===== src/hw/rtl/sfhf_pkg.sv =====
package sfhf_pkg;

  // character codes
  localparam logic [7:0] CHAR_NEWLINE  = 8'h0a;
  localparam logic [7:0] CHAR_ZERO     = 8'd48;
  localparam logic [7:0] HEX_ALPHA_OFS = 8'd87;

  // frame marker bytes printed ahead of the length
  localparam logic [7:0] MARK_0 = 8'h0a;
  localparam logic [7:0] MARK_1 = 8'h0b;
  localparam logic [7:0] MARK_2 = 8'h0c;
  localparam logic [7:0] MARK_3 = 8'h0d;

  // length that marks an ack frame
  localparam logic [7:0] ACK_LEN = 8'd5;

  // header is five bytes, ten characters
  localparam logic [3:0] HDR_LAST_STEP = 4'd9;

  // frame field parser states
  typedef enum logic [12:0] {
    ST_IDLE    = 13'b0000000000001,
    ST_FCF     = 13'b0000000000010,
    ST_SEQ     = 13'b0000000000100,
    ST_PANID   = 13'b0000000001000,
    ST_MACDST  = 13'b0000000010000,
    ST_MACSRC  = 13'b0000000100000,
    ST_NWKFCF  = 13'b0000001000000,
    ST_NWKSEQ  = 13'b0000010000000,
    ST_NWKSRC  = 13'b0000100000000,
    ST_NWKDST  = 13'b0001000000000,
    ST_PAYLOAD = 13'b0010000000000,
    ST_LQI     = 13'b0100000000000,
    ST_RSSI    = 13'b1000000000000
  } field_state_t;

  // print job handed from the parser to the character sequencer
  // hdr: marker plus b0 as length; else nb hex bytes (b0 then b1) and an optional newline
  typedef struct packed {
    logic       hdr;
    logic [1:0] nb;
    logic       nl;
    logic [7:0] b0;
    logic [7:0] b1;
  } job_t;

  function automatic logic [7:0] hex_char(input logic [3:0] nib);
    logic [7:0] wide;
    wide = {4'h0, nib};
    return (nib < 4'd10) ? wide + CHAR_ZERO : wide + HEX_ALPHA_OFS;
  endfunction

endpackage


===== src/hw/rtl/sfhf_front.sv =====
module sfhf_front
  import sfhf_pkg::*;
(
  input  logic       clk,
  input  logic       rst_n,
  input  logic       in_valid,
  input  logic [7:0] in_byte,
  output logic       in_ready,
  output logic       push,
  output job_t       push_job,
  input  logic       q_full
);

  field_state_t state_r, state_nxt;
  logic [7:0]   rem_r, rem_nxt;
  logic         ack_r, ack_nxt;
  logic         held_valid_r, held_valid_nxt;
  logic [7:0]   held_byte_r, held_byte_nxt;
  logic         accept;
  logic         has_job;
  job_t         job;
  logic [7:0]   rem_dec;

  assign in_ready = !q_full;
  assign accept   = in_valid && in_ready;
  assign push     = accept && has_job;
  assign push_job = job;

  // parse one byte, decide what it prints
  always_comb begin
    state_nxt      = state_r;
    rem_nxt        = rem_r;
    ack_nxt        = ack_r;
    held_valid_nxt = held_valid_r;
    held_byte_nxt  = held_byte_r;
    has_job        = 1'b0;
    job            = '0;
    rem_dec        = rem_r - 8'd1;
    if (held_valid_r) begin
      // second byte of a two-byte field, printed first
      rem_nxt        = rem_r - 8'd2;
      held_valid_nxt = 1'b0;
      has_job        = 1'b1;
      job.nb         = 2'd2;
      job.b0         = in_byte;
      job.b1         = held_byte_r;
      job.nl         = (rem_nxt == 8'd0);
      case (state_r)
        ST_FCF:    state_nxt = ST_SEQ;
        ST_PANID:  state_nxt = ST_MACDST;
        ST_MACDST: state_nxt = ST_MACSRC;
        ST_MACSRC: state_nxt = ST_NWKFCF;
        ST_NWKSRC: state_nxt = ST_NWKDST;
        default:   state_nxt = ST_PAYLOAD;
      endcase
    end else if (rem_r == 8'd0) begin
      // length byte
      if (in_byte == ACK_LEN) begin
        ack_nxt = 1'b1;
      end
      if (in_byte == 8'd0) begin
        has_job = 1'b1;
        job.nl  = 1'b1;
      end else begin
        rem_nxt = in_byte;
        if (state_r == ST_IDLE) begin
          has_job   = 1'b1;
          job.hdr   = 1'b1;
          job.b0    = in_byte;
          state_nxt = ST_FCF;
        end
      end
    end else if (state_r == ST_IDLE) begin
      // frame resumes with count left: header, then first fcf byte held
      has_job        = 1'b1;
      job.hdr        = 1'b1;
      job.b0         = rem_r;
      state_nxt      = ST_FCF;
      held_byte_nxt  = in_byte;
      held_valid_nxt = 1'b1;
    end else if (state_r == ST_FCF || state_r == ST_PANID || state_r == ST_MACDST ||
                 state_r == ST_MACSRC || state_r == ST_NWKSRC || state_r == ST_NWKDST) begin
      // first byte of a two-byte field
      held_byte_nxt  = in_byte;
      held_valid_nxt = 1'b1;
    end else begin
      // single-byte field
      rem_nxt = rem_dec;
      has_job = 1'b1;
      job.nb  = 2'd1;
      job.b0  = in_byte;
      job.nl  = (rem_dec == 8'd0);
      case (state_r)
        ST_SEQ:     state_nxt = ack_r ? ST_LQI : ST_PANID;
        ST_NWKFCF:  state_nxt = ST_NWKSEQ;
        ST_NWKSEQ:  state_nxt = ST_NWKSRC;
        ST_PAYLOAD: begin
          if (rem_dec == 8'd2) begin
            state_nxt = ST_LQI;
          end
        end
        ST_LQI: begin
          ack_nxt   = 1'b0;
          state_nxt = ST_RSSI;
        end
        default:    state_nxt = ST_IDLE;
      endcase
    end
  end

  // parser registers
  always_ff @(posedge clk) begin
    if (!rst_n) begin
      state_r      <= ST_IDLE;
      rem_r        <= 8'd0;
      ack_r        <= 1'b0;
      held_valid_r <= 1'b0;
      held_byte_r  <= 8'd0;
    end else if (accept) begin
      state_r      <= state_nxt;
      rem_r        <= rem_nxt;
      ack_r        <= ack_nxt;
      held_valid_r <= held_valid_nxt;
      held_byte_r  <= held_byte_nxt;
    end
  end

endmodule


===== src/hw/rtl/sfhf_queue.sv =====
module sfhf_queue
  import sfhf_pkg::*;
#(
  parameter int DEPTH = 4
) (
  input  logic clk,
  input  logic rst_n,
  input  logic push,
  input  job_t push_job,
  output logic full,
  input  logic pop,
  output logic head_valid,
  output job_t head_job
);

  localparam int AW = (DEPTH > 1) ? $clog2(DEPTH) : 1;
  localparam int CW = $clog2(DEPTH + 1);
  localparam logic [AW-1:0] LAST_IDX = AW'(DEPTH - 1);

  job_t          slot_r [DEPTH];
  logic [AW-1:0] wr_ptr_r, rd_ptr_r;
  logic [CW-1:0] cnt_r;

  assign full       = (cnt_r == CW'(DEPTH));
  assign head_valid = (cnt_r != '0);
  assign head_job   = slot_r[rd_ptr_r];

  // job storage
  always_ff @(posedge clk) begin
    if (push) begin
      slot_r[wr_ptr_r] <= push_job;
    end
  end

  // pointers and fill count
  always_ff @(posedge clk) begin
    if (!rst_n) begin
      wr_ptr_r <= '0;
      rd_ptr_r <= '0;
      cnt_r    <= '0;
    end else begin
      if (push) begin
        wr_ptr_r <= (wr_ptr_r == LAST_IDX) ? '0 : wr_ptr_r + AW'(1);
      end
      if (pop) begin
        rd_ptr_r <= (rd_ptr_r == LAST_IDX) ? '0 : rd_ptr_r + AW'(1);
      end
      if (push && !pop) begin
        cnt_r <= cnt_r + CW'(1);
      end else if (pop && !push) begin
        cnt_r <= cnt_r - CW'(1);
      end
    end
  end

endmodule


===== src/hw/rtl/sfhf_back.sv =====
module sfhf_back
  import sfhf_pkg::*;
(
  input  logic       clk,
  input  logic       rst_n,
  input  logic       head_valid,
  input  job_t       head_job,
  output logic       pop,
  output logic       out_valid,
  output logic [7:0] out_char,
  output logic       out_last,
  input  logic       out_ready
);

  logic [3:0] step_r;
  logic       valid_r;
  logic [7:0] char_r;
  logic       last_r;
  logic       load;
  logic [7:0] cur_byte;
  logic [7:0] cur_char;
  logic       is_last;
  logic [3:0] hex_cnt;
  logic [3:0] total;

  assign out_valid = valid_r;
  assign out_char  = char_r;
  assign out_last  = last_r;
  assign load      = head_valid && (!valid_r || out_ready);
  assign pop       = load && is_last;

  // pick the character at the current step of the head job
  always_comb begin
    hex_cnt  = {1'b0, head_job.nb, 1'b0};
    total    = hex_cnt + {3'b000, head_job.nl};
    cur_byte = head_job.b0;
    if (head_job.hdr) begin
      case (step_r[3:1])
        3'd0:    cur_byte = MARK_0;
        3'd1:    cur_byte = MARK_1;
        3'd2:    cur_byte = MARK_2;
        3'd3:    cur_byte = MARK_3;
        default: cur_byte = head_job.b0;
      endcase
      cur_char = step_r[0] ? hex_char(cur_byte[3:0]) : hex_char(cur_byte[7:4]);
      is_last  = (step_r == HDR_LAST_STEP);
    end else begin
      if (step_r < hex_cnt) begin
        cur_byte = step_r[1] ? head_job.b1 : head_job.b0;
        cur_char = step_r[0] ? hex_char(cur_byte[3:0]) : hex_char(cur_byte[7:4]);
      end else begin
        cur_char = CHAR_NEWLINE;
      end
      is_last = (step_r == total - 4'd1);
    end
  end

  // step counter within the head job
  always_ff @(posedge clk) begin
    if (!rst_n) begin
      step_r <= 4'd0;
    end else if (load) begin
      step_r <= is_last ? 4'd0 : step_r + 4'd1;
    end
  end

  // output register
  always_ff @(posedge clk) begin
    if (!rst_n) begin
      valid_r <= 1'b0;
    end else if (load) begin
      valid_r <= 1'b1;
    end else if (out_ready) begin
      valid_r <= 1'b0;
    end
  end

  always_ff @(posedge clk) begin
    if (load) begin
      char_r <= cur_char;
      last_r <= is_last;
    end
  end

endmodule


===== src/hw/rtl/sniffed_frame_hex_formatter.sv =====
// Sniffed frame hex formatter: turns a capture byte stream (length byte, then
// that many 802.15.4 bytes) into lowercase hex ASCII characters.
// Input channel: one byte per item on in_tdata. Output channel: one character
// per item on out_tdata, with out_tlast high on the final character that an
// input byte causes. Input bytes that print nothing produce no output item.
// With the queue and the output register empty, an accepted byte's job is
// written into the job queue and its first character is then loaded into
// the output register.
// Throughput: the parser takes one byte per cycle while its job queue has
// room; the character sequencer sends one character per cycle while the
// receiver takes them, and each byte prints 0 to 10 characters, typically
// 2 to 5. The single output register sets the sustained rate.
// Reset (rst_n low at a clock edge) empties the queue, drops any pending
// character and returns the parser to its idle state with a zero count.
// When the receiver stalls, the output register holds its character, the
// queue fills and in_tready drops once QUEUE_DEPTH jobs wait.
module sniffed_frame_hex_formatter
  import sfhf_pkg::*;
#(
  parameter int QUEUE_DEPTH = 4
) (
  input  logic       clk,
  input  logic       rst_n,
  input  logic       in_tvalid,
  output logic       in_tready,
  input  logic [7:0] in_tdata,   // [7:0] data_byte
  output logic       out_tvalid,
  input  logic       out_tready,
  output logic [7:0] out_tdata,  // [7:0] out_char
  output logic       out_tlast
);

  logic push;
  job_t push_job;
  logic q_full;
  logic pop;
  logic head_valid;
  job_t head_job;

  sfhf_front u_front (
    .clk      (clk),
    .rst_n    (rst_n),
    .in_valid (in_tvalid),
    .in_byte  (in_tdata),
    .in_ready (in_tready),
    .push     (push),
    .push_job (push_job),
    .q_full   (q_full)
  );

  sfhf_queue #(
    .DEPTH (QUEUE_DEPTH)
  ) u_queue (
    .clk        (clk),
    .rst_n      (rst_n),
    .push       (push),
    .push_job   (push_job),
    .full       (q_full),
    .pop        (pop),
    .head_valid (head_valid),
    .head_job   (head_job)
  );

  sfhf_back u_back (
    .clk        (clk),
    .rst_n      (rst_n),
    .head_valid (head_valid),
    .head_job   (head_job),
    .pop        (pop),
    .out_valid  (out_tvalid),
    .out_char   (out_tdata),
    .out_last   (out_tlast),
    .out_ready  (out_tready)
  );

endmodule


===== config.mk =====
export PLATFORM = sky130hd
export DESIGN_NAME = sniffed_frame_hex_formatter
export DESIGN_NICKNAME = d
export VERILOG_FILES = /design/src/hw/rtl/sfhf_pkg.sv /design/src/hw/rtl/sfhf_front.sv /design/src/hw/rtl/sfhf_queue.sv /design/src/hw/rtl/sfhf_back.sv /design/src/hw/rtl/sniffed_frame_hex_formatter.sv
export SDC_FILE = /design/constraint.sdc
export NUM_CORES = 1
export LEC_CHECK = 0
export BUFFER_PORTS_ARGS = -buffer_cell sky130_fd_sc_hd__buf_2
export CAP_MARGIN = 20
export CELL_PAD_IN_SITES_DETAIL_PLACEMENT = 1
export CELL_PAD_IN_SITES_GLOBAL_PLACEMENT = 1
export CORE_ASPECT_RATIO = 1.75
export CORE_MARGIN = 4
export CORE_UTILIZATION = 51
export CTS_CLUSTER_SIZE = 12
export DETAILED_ROUTE_END_ITERATION = 10
export GPL_TIMING_DRIVEN = 1
export PLACE_DENSITY_LB_ADDON = 0.1
export REMOVE_ABC_BUFFERS = 1
export SLEW_MARGIN = 20
export SYNTH_ARGS = -nofsm -noshare
export SYNTH_HDL_FRONTEND = slang
export SYNTH_HIERARCHICAL = 1
export SYNTH_SLANG_ARGS = --single-unit

===== constraint.sdc =====
create_clock -name clk -period 4.3 [get_ports clk]
set_input_delay 0.43 -clock clk [delete_from_list [all_inputs] [get_ports clk]]
set_output_delay 0.43 -clock clk [all_outputs]
set_load 0.005 [all_outputs]

==> results.cfg <==
[grt]
antenna_found_initial = 0
overflow = 0
top_usage_layer = met2
track_usage_pct = 25.2
grtUsageMet2_pct = 47.0
grt_pass1_wl_mm = 32.6
grt_use_met1_pct = 26.8
grt_max_degree = 37
grtUsageMet3_pct = 3.81
grt_pass1_vias = 5939

[detailed_routing]
drtAntennaViolNets = 0
firstDrtPassIters = 4
vias_per_cell = 6.46
drc_errors = 0
postRouteWirelength_mm = 20.1
vias = 5521
detail_route.wl_per_cell_um = 23.5
first_iter_violations = 324

[place]
place_ws_ps = 566
hpwl_mm = 14.1
place.gp.congestion = 0.888
io_buffers = 21

[clock_tree]
clk_latency_ps = 420
clkSlewWorstSetupHoldPaths_ps = 70
cts-htree-levels = 4
cts_root_buf = clkbuf_16
post_cts_buffers = 0
cts_buffer_depth = 2
cts_buffers = 17
cts_tree = built
cts-resized-gates = 0
ctsHoldBuffers = 0
cts_sinks = 133

[logic_synthesis]
ys_types = 87
syn_area_sq_mm = 0.00732
synthMuxAreaShare_pct = 11.2
ys_ff_latch = 133
postSynth.asyncResetShare_pct = 0
synthAdderAreaFrac_pct = 3.52
synth_ff_type = edfxtp_1
synth_xor_area_share_pct = 2.15
avgSynthCellArea_sq_um = 11.3
yosys.area.top_type = edfxtp_1
synth_warnings = 6
synth-simple-area-share_pct = 16.9
synth_edf_count = 88
synth_top_cells_by_area = edfxtp_1 (36%), dfxtp_1 (12%), mux4_2 (6.5%)
synth_compound_area_share_pct = 13.6
ys_seq_area_share_pct = 48.4
netlist_instances = 649
netlist.area_leader.share_pct = 36.1
synth_top_family_by_area = simple AND/OR/NAND/NOR gates

[floorplan]
die_area_sq_mm = 0.0164
chipWidth_um = 98.5
pin_count = 23
num_rows = 57
die_h_um = 166
start_util_pct = 52.3
core_sq_mm = 0.0140

[min_path]
hp-class = in -> reg
hp-start = out_tready
holdPathEnd = u_back/out_valid
hold_depth = 3

[finish]
final_common_cell = edfxtp_1
fin_util_pct = 58.2
final_layout_size_suffix_gt1_share_pct = 16.5
n_antenna_cell = 0
synthToLayoutAreaGrowth_pct = 11.3
fillers = 1476
final_nets = 697
layout_common_cells = edfxtp_1 (88), nor2_1 (54), dfxtp_1 (45)

[status]
status = finished, final reports clean

[timing]
rsz0062_at_grt = no
slew-limit-headroom_pct = 38.5
period_needed_ps = 3810
worst_pin_slew_ps = 923
min_period_over_period_pct = 88.6
fmax_ghz = 0.262
hold_viol = 0
finalSetupTns_ps = 0
slew_violations = 0
setup_viol = 0
final.setup.worst_slack_ps = 489
fin_skew_ps = 14.8

[worst_setup_path]
worst_r2r_endpoint = u_queue/cnt_r[2]
critPathKind = reg -> reg
r2r_setup_slack_ps = 490
worstPathArrival_ps = 4150
path_max_fanout = 8
cp-start-kind = flop
crit_required_ps = 4640
rr_worst_depth = 13
cp-end-kind = flop
r2r_start = u_front/rem_r[0]

[power_and_ir_drop]
leakagePower_nw = 2.89
powerDensity_mw_per_mm2 = 789
ir_worst_vdd_mv = 0.445

[job]
maxCapViolCount = 0
cell usage after synthesis (16+ instances only):
cell / number
a21oi_1: 28
buf_2: 16
dfxtp_1: 45
edfxtp_1: 88
ha_1: 19
inv_1: 21
mux2i_1: 32
mux4_2: 21
nand2_1: 35
nor2_1: 54
nor3_1: 24
o21ai_0: 24
critical path: stages, from the launching register on:
cell and delay, ps:
dfxtp_1 390, inv_1 150, ha_1 240, or3b_4 420, or3_1 390, nor2_1 280
a211oi_1 100, nor2_1 400, ha_1 280, inv_1 60, fa_1 370, xor2_1 160
or3_1 310, a21boi_1 170
cell type report:
type	instances	area [sq um]	area share [%]
tap	177	221	2.72
clock buffer	18	429	5.27
sequential	133	3540	43.5
inverter	23	86.3	1.06
clock inverter	14	176	2.17
timing repair buffer	36	218	2.67
multi-input combinational	454	3470	42.6
registers in the layout, indices dropped and copies added (netlist names), named ones only:
register              cells
u_front/ack_r             1
u_back/step_r             4
u_front/rem_r             8
u_front/state_r          13
u_front/held_valid_r      1
u_back/out_last           1
u_front/held_byte_r       8
u_queue/wr_ptr_r          2
u_queue/cnt_r             3
u_back/out_char           7
u_queue/rd_ptr_r          2
u_back/out_valid          1
u_queue/slot_r           80
metal layers:
layer / share of wire, % / wire [um]
met4: 4.1 / 826
met3: 2.8 / 570
met2: 56 / 11300
met5: 0 / 0
met1: 37 / 7410
worst max-delay path by stage:
| stage | startpoint | end | slack, ps | cells after the start |
|---|---|---|---|---|
| global placement | u_front/rem_r[0] | u_queue/cnt_r[2] | 760 | 13 |
| CTS | u_front/rem_r[0] | u_queue/cnt_r[2] | 500 | 13 |
| floorplan | flop | u_queue/cnt_r[2] | 450 | 15 |
| finish | u_front/rem_r[0] | u_queue/cnt_r[2] | 490 | 13 |
| global route | u_front/rem_r[1] | u_queue/cnt_r[2] | 320 | 13 |
| detailed placement | u_front/rem_r[0] | u_queue/cnt_r[2] | 570 | 13 |
logic make-up (layout without fill, tap and decap cells):
| family | Yosys count | after routing |
|---|---|---|
| and+or+nand+nor | 223 | 223 |
| AOI/OAI and AO/OA | 137 | 137 |
| DFF | 133 | 133 |
| buffers and inverters | 62 | 91 |
| muxes | 55 | 55 |
| adders and majority gates | 20 | 20 |
| xor gates and xnor gates | 18 | 18 |
| other | 1 | 1 |
through the flow:
step                power [mW]  cell area, sq um  hold WS [ps]  cells
floorplan                 3.96              7100           452    610
global placement          4.70              7530           469    823
global route              6.80              8140           328    855
CTS                       6.43              8140           295    855
finish                    6.42              8140           306    855
detailed placement        4.88              7530           488    823
where the power goes:
group	leakage [nW]	switching (mW)	internal, mW	total (mW)
Combinational	1.40	1.82	1.08	2.90
Clock	0.291	0.580	0.919	1.50
Sequential	1.20	0.192	1.83	2.02
Power figures use the tool's default switching activity.
